--- config.mk ---
export PLATFORM = sky130hd
export DESIGN_NAME = ec_scalar_multiply_mod
export DESIGN_NICKNAME = d
export VERILOG_FILES = /design/src/design/ecsm_pkg.sv /design/src/design/ec_scalar_multiply_mod.sv /design/src/design/ecsm_dp.sv /design/src/design/ecsm_ctrl.sv
export SDC_FILE = /design/constraint.sdc
export NUM_CORES = 2
export LEC_CHECK = 0
export BUFFER_PORTS_ARGS = -buffer_cell sky130_fd_sc_hd__buf_2
export CELL_PAD_IN_SITES_DETAIL_PLACEMENT = 1
export CELL_PAD_IN_SITES_GLOBAL_PLACEMENT = 1
export CORE_AREA = 2 2 385 674
export CTS_CLUSTER_DIAMETER = 120
export DETAILED_ROUTE_END_ITERATION = 8
export DIE_AREA = 0 0 387 676
export GPL_TIMING_DRIVEN = 0
export PLACE_DENSITY = 0.59
export SKIP_LAST_GASP = 1
export SLEW_MARGIN = 15
export SYNTH_ARGS = -nofsm -noshare
export SYNTH_HDL_FRONTEND = slang
export SYNTH_SLANG_ARGS = --single-unit
--- constraint.sdc ---
create_clock -name clk -period 17.5 [get_ports clk]
set_input_delay 0.875 -clock clk [delete_from_list [all_inputs] [get_ports clk]]
set_output_delay 0.875 -clock clk [all_outputs]
set_load 0.02 [all_outputs]
--- src/design/ecsm_pkg.sv ---
// Shared types, constants and modular helpers for the elliptic-curve scalar multiplier.
// Used by ecsm_ctrl, ecsm_dp and ec_scalar_multiply_mod; no dependencies.
`default_nettype none
package ecsm_pkg;
  localparam int WIDTH = 32;
  localparam int CW = $clog2(WIDTH);
  localparam int CFG_IDX_W = 1;

  typedef logic [WIDTH-1:0] word_t;

  typedef enum logic [1:0] {
    ST_FINITE   = 2'd0,
    ST_INFINITY = 2'd1,
    ST_FAIL     = 2'd2
  } res_status_t;

  typedef enum logic [CFG_IDX_W-1:0] {
    REG_CURVE_A = 1'b0,
    REG_MODULUS = 1'b1
  } cfg_idx_t;

  typedef enum logic [4:0] {
    OP_LOAD, OP_RED_X, OP_RED_Y, OP_RED_A, OP_COPY, OP_SET_INF,
    OP_TAN_MUL, OP_TAN_N1, OP_TAN_N2, OP_TAN_N3, OP_CHORD,
    OP_EG_INIT, OP_EG_DIV, OP_EG_MUL, OP_EG_STEP,
    OP_LAM, OP_X3A, OP_X3B, OP_Y3A, OP_Y3B, OP_Y3C, OP_SHIFT, OP_FAIL
  } dp_op_t;

  typedef struct packed {
    logic   go;
    logic   dbl;
    dp_op_t op;
  } dp_cmd_t;

  typedef struct packed {
    logic done;
    logic k_zero;
    logic k_lsb;
    logic p_inf;
    logic q_inf;
    logic x_eq;
    logic ysum_zero;
    logic r1_zero;
    logic r0_one;
  } dp_stat_t;

  function automatic word_t madd(input word_t a, input word_t b, input word_t m);
    logic [WIDTH:0] s;
    s = {1'b0, a} + {1'b0, b};
    if (s >= {1'b0, m}) begin
      s = s - {1'b0, m};
    end
    return s[WIDTH-1:0];
  endfunction

  function automatic word_t msub(input word_t a, input word_t b, input word_t m);
    word_t d;
    if (a >= b) begin
      d = a - b;
    end else begin
      d = a + (m - b);
    end
    return d;
  endfunction
endpackage
`default_nettype wire

--- src/design/ec_scalar_multiply_mod.sv ---
// Top level of the elliptic-curve scalar multiplier: configuration registers,
// controller and datapath. Depends on ecsm_pkg, ecsm_ctrl and ecsm_dp.
//
// One input beat is taken when start is high and busy is low; the result beat
// appears for exactly one cycle with out_valid and cannot be stalled. Work is
// sequential: a multiply, a reduction or a division runs on one shared bit-serial
// unit, and a short step updates the registers directly. An addition or a doubling
// that needs an inverse runs one Euclid step per quotient. Each scalar bit costs
// one addition when it is set and one doubling while higher bits remain. The
// number of scalar bits and of Euclid steps sets the total run time.
`default_nettype none
module ec_scalar_multiply_mod (
  input  wire                              clk,
  input  wire                              rst_n,
  input  wire                              start,
  output logic                             busy,
  input  wire [ecsm_pkg::WIDTH-1:0]        in_scalar,
  input  wire [ecsm_pkg::WIDTH-1:0]        in_point_x,
  input  wire [ecsm_pkg::WIDTH-1:0]        in_point_y,
  input  wire                              in_point_at_infinity,
  output logic                             out_valid,
  output logic [ecsm_pkg::WIDTH-1:0]       out_result_x,
  output logic [ecsm_pkg::WIDTH-1:0]       out_result_y,
  output logic [1:0]                       out_status,
  output logic [ecsm_pkg::WIDTH-1:0]       out_factor,
  input  wire                              cfg_we,
  input  wire [ecsm_pkg::CFG_IDX_W-1:0]    cfg_index,
  input  wire [ecsm_pkg::WIDTH-1:0]        cfg_wdata
);
  import ecsm_pkg::*;

  word_t    curve_a_r, modulus_r;
  dp_cmd_t  cmd;
  dp_stat_t stat;

  always_ff @(posedge clk) begin
    if (!rst_n) begin
      curve_a_r <= '0;
      modulus_r <= word_t'(2);
    end else if (cfg_we) begin
      unique case (cfg_idx_t'(cfg_index))
        REG_CURVE_A: curve_a_r <= cfg_wdata;
        REG_MODULUS: modulus_r <= cfg_wdata;
        default: ;
      endcase
    end
  end

  ecsm_ctrl u_ctrl (
    .clk       (clk),
    .rst_n     (rst_n),
    .start     (start),
    .busy      (busy),
    .out_valid (out_valid),
    .cmd       (cmd),
    .stat      (stat)
  );

  ecsm_dp u_dp (
    .clk                  (clk),
    .rst_n                (rst_n),
    .cmd                  (cmd),
    .stat                 (stat),
    .in_scalar            (in_scalar),
    .in_point_x           (in_point_x),
    .in_point_y           (in_point_y),
    .in_point_at_infinity (in_point_at_infinity),
    .cfg_a                (curve_a_r),
    .cfg_m                (modulus_r),
    .res_x                (out_result_x),
    .res_y                (out_result_y),
    .res_status           (out_status),
    .res_factor           (out_factor)
  );
endmodule
`default_nettype wire

--- src/design/ecsm_dp.sv ---
// Datapath: point registers, Euclid registers and one shared bit-serial unit that
// does modular multiply or restoring division. Depends on ecsm_pkg.
`default_nettype none
module ecsm_dp (
  input  wire                    clk,
  input  wire                    rst_n,
  input  ecsm_pkg::dp_cmd_t      cmd,
  output ecsm_pkg::dp_stat_t     stat,
  input  wire [ecsm_pkg::WIDTH-1:0] in_scalar,
  input  wire [ecsm_pkg::WIDTH-1:0] in_point_x,
  input  wire [ecsm_pkg::WIDTH-1:0] in_point_y,
  input  wire                    in_point_at_infinity,
  input  wire [ecsm_pkg::WIDTH-1:0] cfg_a,
  input  wire [ecsm_pkg::WIDTH-1:0] cfg_m,
  output logic [ecsm_pkg::WIDTH-1:0] res_x,
  output logic [ecsm_pkg::WIDTH-1:0] res_y,
  output logic [1:0]             res_status,
  output logic [ecsm_pkg::WIDTH-1:0] res_factor
);
  import ecsm_pkg::*;

  word_t m_r, a_r, k_r, px_r, py_r, rx_r, ry_r, n_r, d_r, tmp_r, x3_r;
  word_t r0_r, r1_r, t0_r, t1_r, q_r, r2_r, fail_r;
  logic  pinf_r, rinf_r, failed_r;
  logic  run_r, done_r, divmode_r;
  logic [CW-1:0] cnt_r;
  dp_op_t op_r;
  word_t u_a_r, u_b_r, u_acc_r, u_rem_r;

  word_t qx, qy;
  logic  qinf;
  logic [WIDTH:0] remsh;
  logic  qbit;
  word_t rem_nxt, acc_nxt, a_nxt;

  assign qx   = cmd.dbl ? px_r : rx_r;
  assign qy   = cmd.dbl ? py_r : ry_r;
  assign qinf = cmd.dbl ? pinf_r : rinf_r;

  assign stat.done      = done_r;
  assign stat.k_zero    = (k_r == '0);
  assign stat.k_lsb     = k_r[0];
  assign stat.p_inf     = pinf_r;
  assign stat.q_inf     = qinf;
  assign stat.x_eq      = (px_r == qx);
  assign stat.ysum_zero = (madd(py_r, qy, m_r) == '0);
  assign stat.r1_zero   = (r1_r == '0);
  assign stat.r0_one    = (r0_r == word_t'(1));

  always_comb begin
    remsh   = {u_rem_r, u_a_r[WIDTH-1]};
    qbit    = (remsh >= {1'b0, u_b_r});
    rem_nxt = qbit ? word_t'(remsh - {1'b0, u_b_r}) : remsh[WIDTH-1:0];
    if (divmode_r) begin
      acc_nxt = {u_acc_r[WIDTH-2:0], qbit};
      a_nxt   = {u_a_r[WIDTH-2:0], 1'b0};
    end else begin
      acc_nxt = u_b_r[0] ? madd(u_acc_r, u_a_r, m_r) : u_acc_r;
      a_nxt   = madd(u_a_r, u_a_r, m_r);
    end
  end

  always_ff @(posedge clk) begin
    if (!rst_n) begin
      run_r  <= 1'b0;
      done_r <= 1'b0;
    end else begin
      done_r <= 1'b0;
      if (run_r) begin
        u_a_r   <= a_nxt;
        u_acc_r <= acc_nxt;
        u_rem_r <= rem_nxt;
        if (!divmode_r) begin
          u_b_r <= u_b_r >> 1;
        end
        cnt_r <= cnt_r - 1'b1;
        if (cnt_r == '0) begin
          run_r  <= 1'b0;
          done_r <= 1'b1;
          unique case (op_r)
            OP_RED_X: px_r <= rem_nxt;
            OP_RED_Y: py_r <= rem_nxt;
            OP_RED_A: a_r  <= rem_nxt;
            OP_TAN_MUL: n_r <= acc_nxt;
            OP_EG_DIV: begin
              q_r  <= (acc_nxt >= m_r) ? acc_nxt - m_r : acc_nxt;
              r2_r <= rem_nxt;
            end
            OP_EG_MUL: tmp_r <= acc_nxt;
            OP_LAM:    n_r   <= acc_nxt;
            OP_X3A:    tmp_r <= acc_nxt;
            OP_Y3B:    tmp_r <= acc_nxt;
            default: ;
          endcase
        end
      end else if (cmd.go) begin
        op_r    <= cmd.op;
        u_acc_r <= '0;
        u_rem_r <= '0;
        cnt_r   <= CW'(WIDTH - 1);
        unique case (cmd.op)
          OP_RED_X, OP_RED_Y, OP_RED_A, OP_EG_DIV: begin
            run_r     <= 1'b1;
            divmode_r <= 1'b1;
            unique case (cmd.op)
              OP_RED_X: u_a_r <= px_r;
              OP_RED_Y: u_a_r <= py_r;
              OP_RED_A: u_a_r <= a_r;
              default:  u_a_r <= r0_r;
            endcase
            u_b_r <= (cmd.op == OP_EG_DIV) ? r1_r : m_r;
          end
          OP_TAN_MUL, OP_EG_MUL, OP_LAM, OP_X3A, OP_Y3B: begin
            run_r     <= 1'b1;
            divmode_r <= 1'b0;
            unique case (cmd.op)
              OP_TAN_MUL: begin u_a_r <= px_r; u_b_r <= px_r; end
              OP_EG_MUL:  begin u_a_r <= q_r;  u_b_r <= t1_r; end
              OP_LAM:     begin u_a_r <= n_r;  u_b_r <= t0_r; end
              OP_X3A:     begin u_a_r <= n_r;  u_b_r <= n_r;  end
              default:    begin u_a_r <= n_r;  u_b_r <= tmp_r; end
            endcase
          end
          default: begin
            done_r <= 1'b1;
            unique case (cmd.op)
              OP_LOAD: begin
                m_r      <= (cfg_m < word_t'(2)) ? word_t'(2) : cfg_m;
                a_r      <= cfg_a;
                k_r      <= in_scalar;
                px_r     <= in_point_x;
                py_r     <= in_point_y;
                pinf_r   <= in_point_at_infinity;
                rx_r     <= '0;
                ry_r     <= '0;
                rinf_r   <= 1'b1;
                failed_r <= 1'b0;
                fail_r   <= '0;
              end
              OP_COPY: begin
                rx_r   <= px_r;
                ry_r   <= py_r;
                rinf_r <= pinf_r;
              end
              OP_SET_INF: begin
                if (cmd.dbl) begin
                  px_r <= '0; py_r <= '0; pinf_r <= 1'b1;
                end else begin
                  rx_r <= '0; ry_r <= '0; rinf_r <= 1'b1;
                end
              end
              OP_TAN_N1: tmp_r <= madd(n_r, n_r, m_r);
              OP_TAN_N2: n_r   <= madd(tmp_r, n_r, m_r);
              OP_TAN_N3: begin
                n_r <= madd(n_r, a_r, m_r);
                d_r <= madd(py_r, py_r, m_r);
              end
              OP_CHORD: begin
                n_r <= msub(qy, py_r, m_r);
                d_r <= msub(qx, px_r, m_r);
              end
              OP_EG_INIT: begin
                r0_r <= m_r;
                r1_r <= d_r;
                t0_r <= '0;
                t1_r <= word_t'(1);
              end
              OP_EG_STEP: begin
                r0_r <= r1_r;
                r1_r <= r2_r;
                t0_r <= t1_r;
                t1_r <= msub(t0_r, tmp_r, m_r);
              end
              OP_X3B: x3_r  <= msub(msub(tmp_r, px_r, m_r), qx, m_r);
              OP_Y3A: tmp_r <= msub(px_r, x3_r, m_r);
              OP_Y3C: begin
                if (cmd.dbl) begin
                  px_r <= x3_r; py_r <= msub(tmp_r, py_r, m_r); pinf_r <= 1'b0;
                end else begin
                  rx_r <= x3_r; ry_r <= msub(tmp_r, py_r, m_r); rinf_r <= 1'b0;
                end
              end
              OP_SHIFT: k_r <= k_r >> 1;
              OP_FAIL: begin
                failed_r <= 1'b1;
                fail_r   <= r0_r;
              end
              default: ;
            endcase
          end
        endcase
      end
    end
  end

  always_comb begin
    if (failed_r) begin
      res_x = '0; res_y = '0; res_status = ST_FAIL; res_factor = fail_r;
    end else if (rinf_r) begin
      res_x = '0; res_y = '0; res_status = ST_INFINITY; res_factor = '0;
    end else begin
      res_x = rx_r; res_y = ry_r; res_status = ST_FINITE; res_factor = '0;
    end
  end

  a_no_go_while_running: assert property (@(posedge clk) disable iff (!rst_n)
    cmd.go |-> !run_r) else $error("command issued while unit running");
  a_done_after_run: assert property (@(posedge clk) disable iff (!rst_n)
    (run_r && cnt_r == '0) |=> (done_r && !run_r)) else $error("unit did not finish");
  a_done_pulse: assert property (@(posedge clk) disable iff (!rst_n)
    done_r |-> !run_r) else $error("done while running");
endmodule
`default_nettype wire

--- src/design/ecsm_ctrl.sv ---
// Controller: sequences double-and-add, point operations and Euclid steps
// as commands to ecsm_dp. Depends on ecsm_pkg.
`default_nettype none
module ecsm_ctrl (
  input  wire                clk,
  input  wire                rst_n,
  input  wire                start,
  output logic               busy,
  output logic               out_valid,
  output ecsm_pkg::dp_cmd_t  cmd,
  input  ecsm_pkg::dp_stat_t stat
);
  import ecsm_pkg::*;

  typedef enum logic [4:0] {
    S_IDLE, S_LOAD, S_RED_X, S_RED_Y, S_RED_A, S_LOOP, S_ADD, S_AFTER,
    S_COPY, S_SETINF, S_TMUL, S_TN1, S_TN2, S_TN3, S_CHORD, S_EGI, S_EGCHK,
    S_EGDIV, S_EGMUL, S_EGSTEP, S_LAM, S_X3A, S_X3B, S_Y3A, S_Y3B, S_Y3C,
    S_SHIFT, S_FAIL, S_DONE
  } state_t;

  state_t state_r;
  logic   issued_r, dbl_r;
  logic   is_op;
  dp_op_t op;

  always_comb begin
    is_op = 1'b1;
    unique case (state_r)
      S_LOAD:   op = OP_LOAD;
      S_RED_X:  op = OP_RED_X;
      S_RED_Y:  op = OP_RED_Y;
      S_RED_A:  op = OP_RED_A;
      S_COPY:   op = OP_COPY;
      S_SETINF: op = OP_SET_INF;
      S_TMUL:   op = OP_TAN_MUL;
      S_TN1:    op = OP_TAN_N1;
      S_TN2:    op = OP_TAN_N2;
      S_TN3:    op = OP_TAN_N3;
      S_CHORD:  op = OP_CHORD;
      S_EGI:    op = OP_EG_INIT;
      S_EGDIV:  op = OP_EG_DIV;
      S_EGMUL:  op = OP_EG_MUL;
      S_EGSTEP: op = OP_EG_STEP;
      S_LAM:    op = OP_LAM;
      S_X3A:    op = OP_X3A;
      S_X3B:    op = OP_X3B;
      S_Y3A:    op = OP_Y3A;
      S_Y3B:    op = OP_Y3B;
      S_Y3C:    op = OP_Y3C;
      S_SHIFT:  op = OP_SHIFT;
      S_FAIL:   op = OP_FAIL;
      default: begin
        op    = OP_LOAD;
        is_op = 1'b0;
      end
    endcase
  end

  assign cmd.op  = op;
  assign cmd.dbl = dbl_r;
  assign cmd.go  = (state_r == S_IDLE) ? start : (is_op && !issued_r);
  assign busy      = (state_r != S_IDLE);
  assign out_valid = (state_r == S_DONE);

  always_ff @(posedge clk) begin
    if (!rst_n) begin
      state_r  <= S_IDLE;
      issued_r <= 1'b0;
      dbl_r    <= 1'b0;
    end else begin
      unique case (state_r)
        S_IDLE: begin
          if (start) begin
            state_r  <= S_LOAD;
            issued_r <= 1'b1;
          end
        end
        S_LOOP: begin
          if (stat.k_zero) begin
            state_r <= S_DONE;
          end else if (stat.k_lsb) begin
            dbl_r   <= 1'b0;
            state_r <= S_ADD;
          end else begin
            state_r <= S_SHIFT;
          end
        end
        S_ADD: begin
          priority if (stat.p_inf) begin
            state_r <= S_AFTER;
          end else if (stat.q_inf) begin
            state_r <= S_COPY;
          end else if (stat.x_eq && stat.ysum_zero) begin
            state_r <= S_SETINF;
          end else if (stat.x_eq) begin
            state_r <= S_TMUL;
          end else begin
            state_r <= S_CHORD;
          end
        end
        S_AFTER: state_r <= dbl_r ? S_LOOP : S_SHIFT;
        S_EGCHK: begin
          if (!stat.r1_zero) begin
            state_r <= S_EGDIV;
          end else begin
            state_r <= stat.r0_one ? S_LAM : S_FAIL;
          end
        end
        S_DONE: state_r <= S_IDLE;
        default: begin
          if (!issued_r) begin
            issued_r <= 1'b1;
          end else if (stat.done) begin
            issued_r <= 1'b0;
            unique case (state_r)
              S_LOAD:   state_r <= S_RED_X;
              S_RED_X:  state_r <= S_RED_Y;
              S_RED_Y:  state_r <= S_RED_A;
              S_RED_A:  state_r <= S_LOOP;
              S_TMUL:   state_r <= S_TN1;
              S_TN1:    state_r <= S_TN2;
              S_TN2:    state_r <= S_TN3;
              S_TN3:    state_r <= S_EGI;
              S_CHORD:  state_r <= S_EGI;
              S_EGI:    state_r <= S_EGCHK;
              S_EGDIV:  state_r <= S_EGMUL;
              S_EGMUL:  state_r <= S_EGSTEP;
              S_EGSTEP: state_r <= S_EGCHK;
              S_LAM:    state_r <= S_X3A;
              S_X3A:    state_r <= S_X3B;
              S_X3B:    state_r <= S_Y3A;
              S_Y3A:    state_r <= S_Y3B;
              S_Y3B:    state_r <= S_Y3C;
              S_SHIFT: begin
                if (stat.k_zero) begin
                  state_r <= S_DONE;
                end else begin
                  dbl_r   <= 1'b1;
                  state_r <= S_ADD;
                end
              end
              S_FAIL:   state_r <= S_DONE;
              default:  state_r <= S_AFTER;
            endcase
          end
        end
      endcase
    end
  end

  a_valid_one_cycle: assert property (@(posedge clk) disable iff (!rst_n)
    out_valid |=> !out_valid) else $error("result strobe longer than one cycle");
  a_start_takes: assert property (@(posedge clk) disable iff (!rst_n)
    (start && !busy) |=> busy) else $error("accepted beat did not start work");
  a_done_to_idle: assert property (@(posedge clk) disable iff (!rst_n)
    out_valid |=> !busy) else $error("controller did not return to idle");
endmodule
`default_nettype wire
==> impl_metrics.py <==
metrics = {
    "floorplan": {
        "ios": 234,
        "std_cell_rows": 246,
        "initial_core_util": 0.349,
        "die_area_mm2": 0.262,
        "die-height_um": 676,
        "floorplan.die.width_um": 387,
        "placeableCoreArea_mm2": 0.256,
    },
    "worst_setup_path": {
        "cpPeakStageDelay_ns": 0.97,
        "path_max_fanout": 10,
        "timing.critical_path.to_type": "flop",
        "rr_startpoint": "u_dp.tmp_r[0]",
        "slowest_stage": "sky130_fd_sc_hd__buf_1",
        "critical-path-top-cell-by-count": "sky130_fd_sc_hd__a21oi_1",
        "critical_path.startpoint": "u_dp.tmp_r[0]",
        "worst_setup_path_start_kind": "flop",
        "crit_required_ns": 17.98,
        "cp.arrival_ns": 13.11,
        "classification_of_the_worst_setup_path": "flop to flop",
    },
    "global_route": {
        "first_global_vias": 96677,
        "wire_length_of_the_first_global_routing_pass_um": 846000,
        "grt_start_max_net_pins": 39,
        "antenna_found_initial": 117,
        "grt_util_met1": 0.491,
        "global_route_hottest_layer": "met2",
        "gr_layer_usage_met2": 0.736,
        "met3_usage": 0.139,
        "global_route.overflow_total": 0,
        "grt_use_total": 0.478,
    },
    "synth": {
        "synthesis.yosys.warnings": 0,
        "synth_enable_flop_cells": 718,
        "asyncSetResetFlopFracSynth": 0,
        "post_syn_area_per_cell_um2": 8.30,
        "synth.distinct_cells": 122,
        "total_standard_cell_area_after_synthesis_mm2": 0.0893,
        "synth.net_count": 11936,
        "yosys_most_used_dff": "sky130_fd_sc_hd__edfxtp_1",
        "postSynthCellCount": 10760,
        "postSynthRegisterBits": 791,
        "synth-seq-area-share": 0.258,
    },
    "clock_network": {
        "clock_transition_at_the_registers_of_the_reported_paths_ns": 0.07,
        "cts_hold_buffers": 0,
        "largest_buffer_count_on_any_clock_path": 3,
        "numCtsBuffers": 90,
        "tritoncts": "built",
        "clock_latency_of_the_later_clocked_register_in_the_worst_skew_pair_ns": 0.80,
        "clock_tree.htree_level_count": 3,
        "cts_sinks": 791,
        "cts_resized": 0,
        "buffers_inserted_during_post_cts_setup_optimization": 0,
        "root_buffer": "sky130_fd_sc_hd__clkbuf_16",
    },
    "status": {
        "violations": "design-rule violations",
        "status": "finished, violations left",
    },
    "timing": {
        "slew-limit-headroom": 0.0373,
        "fin_worst_skew_ns": 0.0570,
        "report.final.setup_viol": 0,
        "fmax_mhz": 79.2,
        "maxSlewViolCount": 0,
        "post-route-period-util": 0.722,
        "finalHoldViolCount": 0,
        "unrepaired_setup_endpoints_after_global_routing": "false",
        "worstMarginPinSlew_ns": 1.44,
        "finalCriticalPeriod_ns": 12.63,
    },
    "detailed_routing": {
        "drt_first_pass_iters": 9,
        "wl_per_cell_um": 43.2,
        "drcViolationCount": 32,
        "finalWirelength_um": 641000,
        "number_of_vias_in_the_routed_layout": 97723,
        "drt-initial-drc-count": 11100,
        "route.antenna.remaining_nets": 0,
        "routed_via_density": 6.59,
    },
    "finish": {
        "final_net_count": 12463,
        "layout-drive-gt1-share": 0.0895,
        "syn2layout_area_growth_pct": 14.0,
        "area_used_by_multi_input_combinational_logic_mm2": 0.0622,
        "finish.instance_area_mm2": 0.102,
        "finalCoreUtilization": 0.398,
        "regArea_mm2": 0.0230,
        "num-fill-cells": 30363,
    },
    "placed_design": {
        "hpwl_um": 529000,
        "finalWeightedCongestion": 1.14,
        "placement.io_buffers": 233,
        "placed_area_mm2": 0.0983,
    },
    "worst_hold_path": {
        "holdCritPathClass": "input pin to flop",
        "timing.hold.worst.start": "cfg_wdata[31]",
    },
    "run": {
        "max-cap-violations": 0,
    },
}
## worst max-delay path, delay by kind of cell, from the launching register on
kind | cells | cell delay, ns
buffers and inverters | 6 | 3.46
flip-flops | 1 | 0.67
AO/OA/AOI/OAI | 18 | 5.94
adder cells (fa/ha/maj) | 3 | 1.35
AND/OR/NAND/NOR | 3 | 0.86
## cell usage after synthesis, types with 25 or more instances
cell type,n,area (um2)
sky130_fd_sc_hd__buf_2,38,190
sky130_fd_sc_hd__nor2b_1,123,769
sky130_fd_sc_hd__o22ai_1,36,225
sky130_fd_sc_hd__mux2_2,101,1140
sky130_fd_sc_hd__xnor2_1,492,4310
sky130_fd_sc_hd__a31oi_1,91,569
sky130_fd_sc_hd__a21o_1,407,3060
sky130_fd_sc_hd__nor4_1,76,475
sky130_fd_sc_hd__edfxtp_1,718,21600
sky130_fd_sc_hd__nand2_1,1005,3770
sky130_fd_sc_hd__o31ai_1,51,383
sky130_fd_sc_hd__a22o_1,42,368
sky130_fd_sc_hd__nor3_1,183,916
sky130_fd_sc_hd__a222oi_1,69,691
sky130_fd_sc_hd__a21boi_0,96,721
sky130_fd_sc_hd__ha_1,923,11500
sky130_fd_sc_hd__or4_1,25,188
sky130_fd_sc_hd__o21a_1,150,1130
sky130_fd_sc_hd__a211o_1,31,272
sky130_fd_sc_hd__fa_1,119,2380
sky130_fd_sc_hd__inv_1,718,2700
sky130_fd_sc_hd__mux2i_1,189,1890
sky130_fd_sc_hd__o211ai_1,92,691
sky130_fd_sc_hd__or2_2,35,219
sky130_fd_sc_hd__a311oi_1,28,245
sky130_fd_sc_hd__nor2_1,811,3040
sky130_fd_sc_hd__nand4_1,118,738
sky130_fd_sc_hd__a21oi_1,1050,5260
sky130_fd_sc_hd__dfxtp_1,73,1460
sky130_fd_sc_hd__nand3_1,219,1100
sky130_fd_sc_hd__o21bai_1,127,953
sky130_fd_sc_hd__o31a_1,33,289
sky130_fd_sc_hd__o21ai_0,678,3390
sky130_fd_sc_hd__and3_1,79,494
sky130_fd_sc_hd__or3_1,49,307
sky130_fd_sc_hd__a22oi_1,34,255
sky130_fd_sc_hd__clkbuf_1,351,1320
sky130_fd_sc_hd__a221oi_1,44,385
sky130_fd_sc_hd__o21ai_1,31,155
sky130_fd_sc_hd__nand2b_1,136,851
sky130_fd_sc_hd__a311o_1,28,280
sky130_fd_sc_hd__xor2_1,239,2090
sky130_fd_sc_hd__and2_1,217,1360
sky130_fd_sc_hd__a2111oi_0,29,254
sky130_fd_sc_hd__a211oi_1,191,1430
## logic make-up after synthesis
group | share of synthesized area
and+or+nand+nor | 0.168
adders and majority gates | 0.156
DFF | 0.258
buffers and inverters | 0.0508
AOI/OAI and AO/OA | 0.261
muxes | 0.0339
xor gates and xnor gates | 0.0719
## final cells by class
class,count,share of cell area
Antenna cell,129,0.00317
Multi-Input combinational cell,8808,0.611
Inverter,727,0.0273
Tap cell,3348,0.0411
Timing Repair Buffer,435,0.0439
Buffer,434,0.0181
Clock buffer,102,0.0228
Clock inverter,65,0.00683
Sequential cell,791,0.226
## worst paths after layout
| path | end | slack (ns) | depth (start not counted) |
|---|---|---|---|
| max | u_dp.x3_r[6] | 4.87 | 30 |
| min | curve_a_r[31] | 0.37 | 3 |
| max reg2reg | u_dp.x3_r[6] | 4.87 | 30 |
| min reg2reg | curve_a_r[4] | 0.48 | 2 |
## cells in the final DEF (no fill, tap or decap), types with 69 or more instances in the layout
master                      count
sky130_fd_sc_hd__diode_2      129
sky130_fd_sc_hd__a31oi_1       89
sky130_fd_sc_hd__fa_1         119
sky130_fd_sc_hd__edfxtp_1     718
sky130_fd_sc_hd__o21ai_0      667
sky130_fd_sc_hd__inv_1        686
sky130_fd_sc_hd__clkbuf_1     332
sky130_fd_sc_hd__mux2_2       101
sky130_fd_sc_hd__a222oi_1      69
sky130_fd_sc_hd__a211oi_1     181
sky130_fd_sc_hd__xor2_1       239
sky130_fd_sc_hd__dfxtp_1       73
sky130_fd_sc_hd__nand4_1      118
sky130_fd_sc_hd__o21bai_1     127
sky130_fd_sc_hd__ha_1         923
sky130_fd_sc_hd__mux2i_1      174
sky130_fd_sc_hd__nor4_1        72
sky130_fd_sc_hd__o211ai_1      92
sky130_fd_sc_hd__nand2_1     1005
sky130_fd_sc_hd__nor3_1       178
sky130_fd_sc_hd__and3_1        79
sky130_fd_sc_hd__nor2b_1      123
sky130_fd_sc_hd__o21a_1       150
sky130_fd_sc_hd__nand2b_1     136
sky130_fd_sc_hd__buf_2        300
sky130_fd_sc_hd__a21boi_0      96
sky130_fd_sc_hd__nor2_1       801
sky130_fd_sc_hd__a21o_1       407
sky130_fd_sc_hd__nand3_1      219
sky130_fd_sc_hd__clkbuf_16     92
sky130_fd_sc_hd__a21oi_1     1037
sky130_fd_sc_hd__xnor2_1      492
sky130_fd_sc_hd__and2_1       217
## stage by stage
| stage | std cells | TNS, ns | hold slack, ns | setup WS [ns] |
|---|---|---|---|---|
| 2_1_floorplan | 10760 | 0 | 0.439 | 2.88 |
| 3_3_place_gp | 14341 | -616.93 | 0.462 | -4.86 |
| 3_5_place_dp | 14525 | 0 | 0.471 | 5.30 |
| 4_1_cts | 14692 | 0 | 0.341 | 5.28 |
| 5_1_grt | 14740 | 0 | 0.370 | 4.73 |
| 6_report | 14839 | 0 | 0.369 | 4.87 |
## metal layers
layer	wire length (um)	up-vias	share of wire
met5	244	-	0.00038
met1	214000	48644	0.33
met3	58400	2298	0.091
met4	87700	36	0.14
met2	280000	5955	0.44
li1	-	40790	-
Power is left out: the tool's default activity adds up to more than one toggle a clock period on the data nets, which glitch-free logic cannot reach.
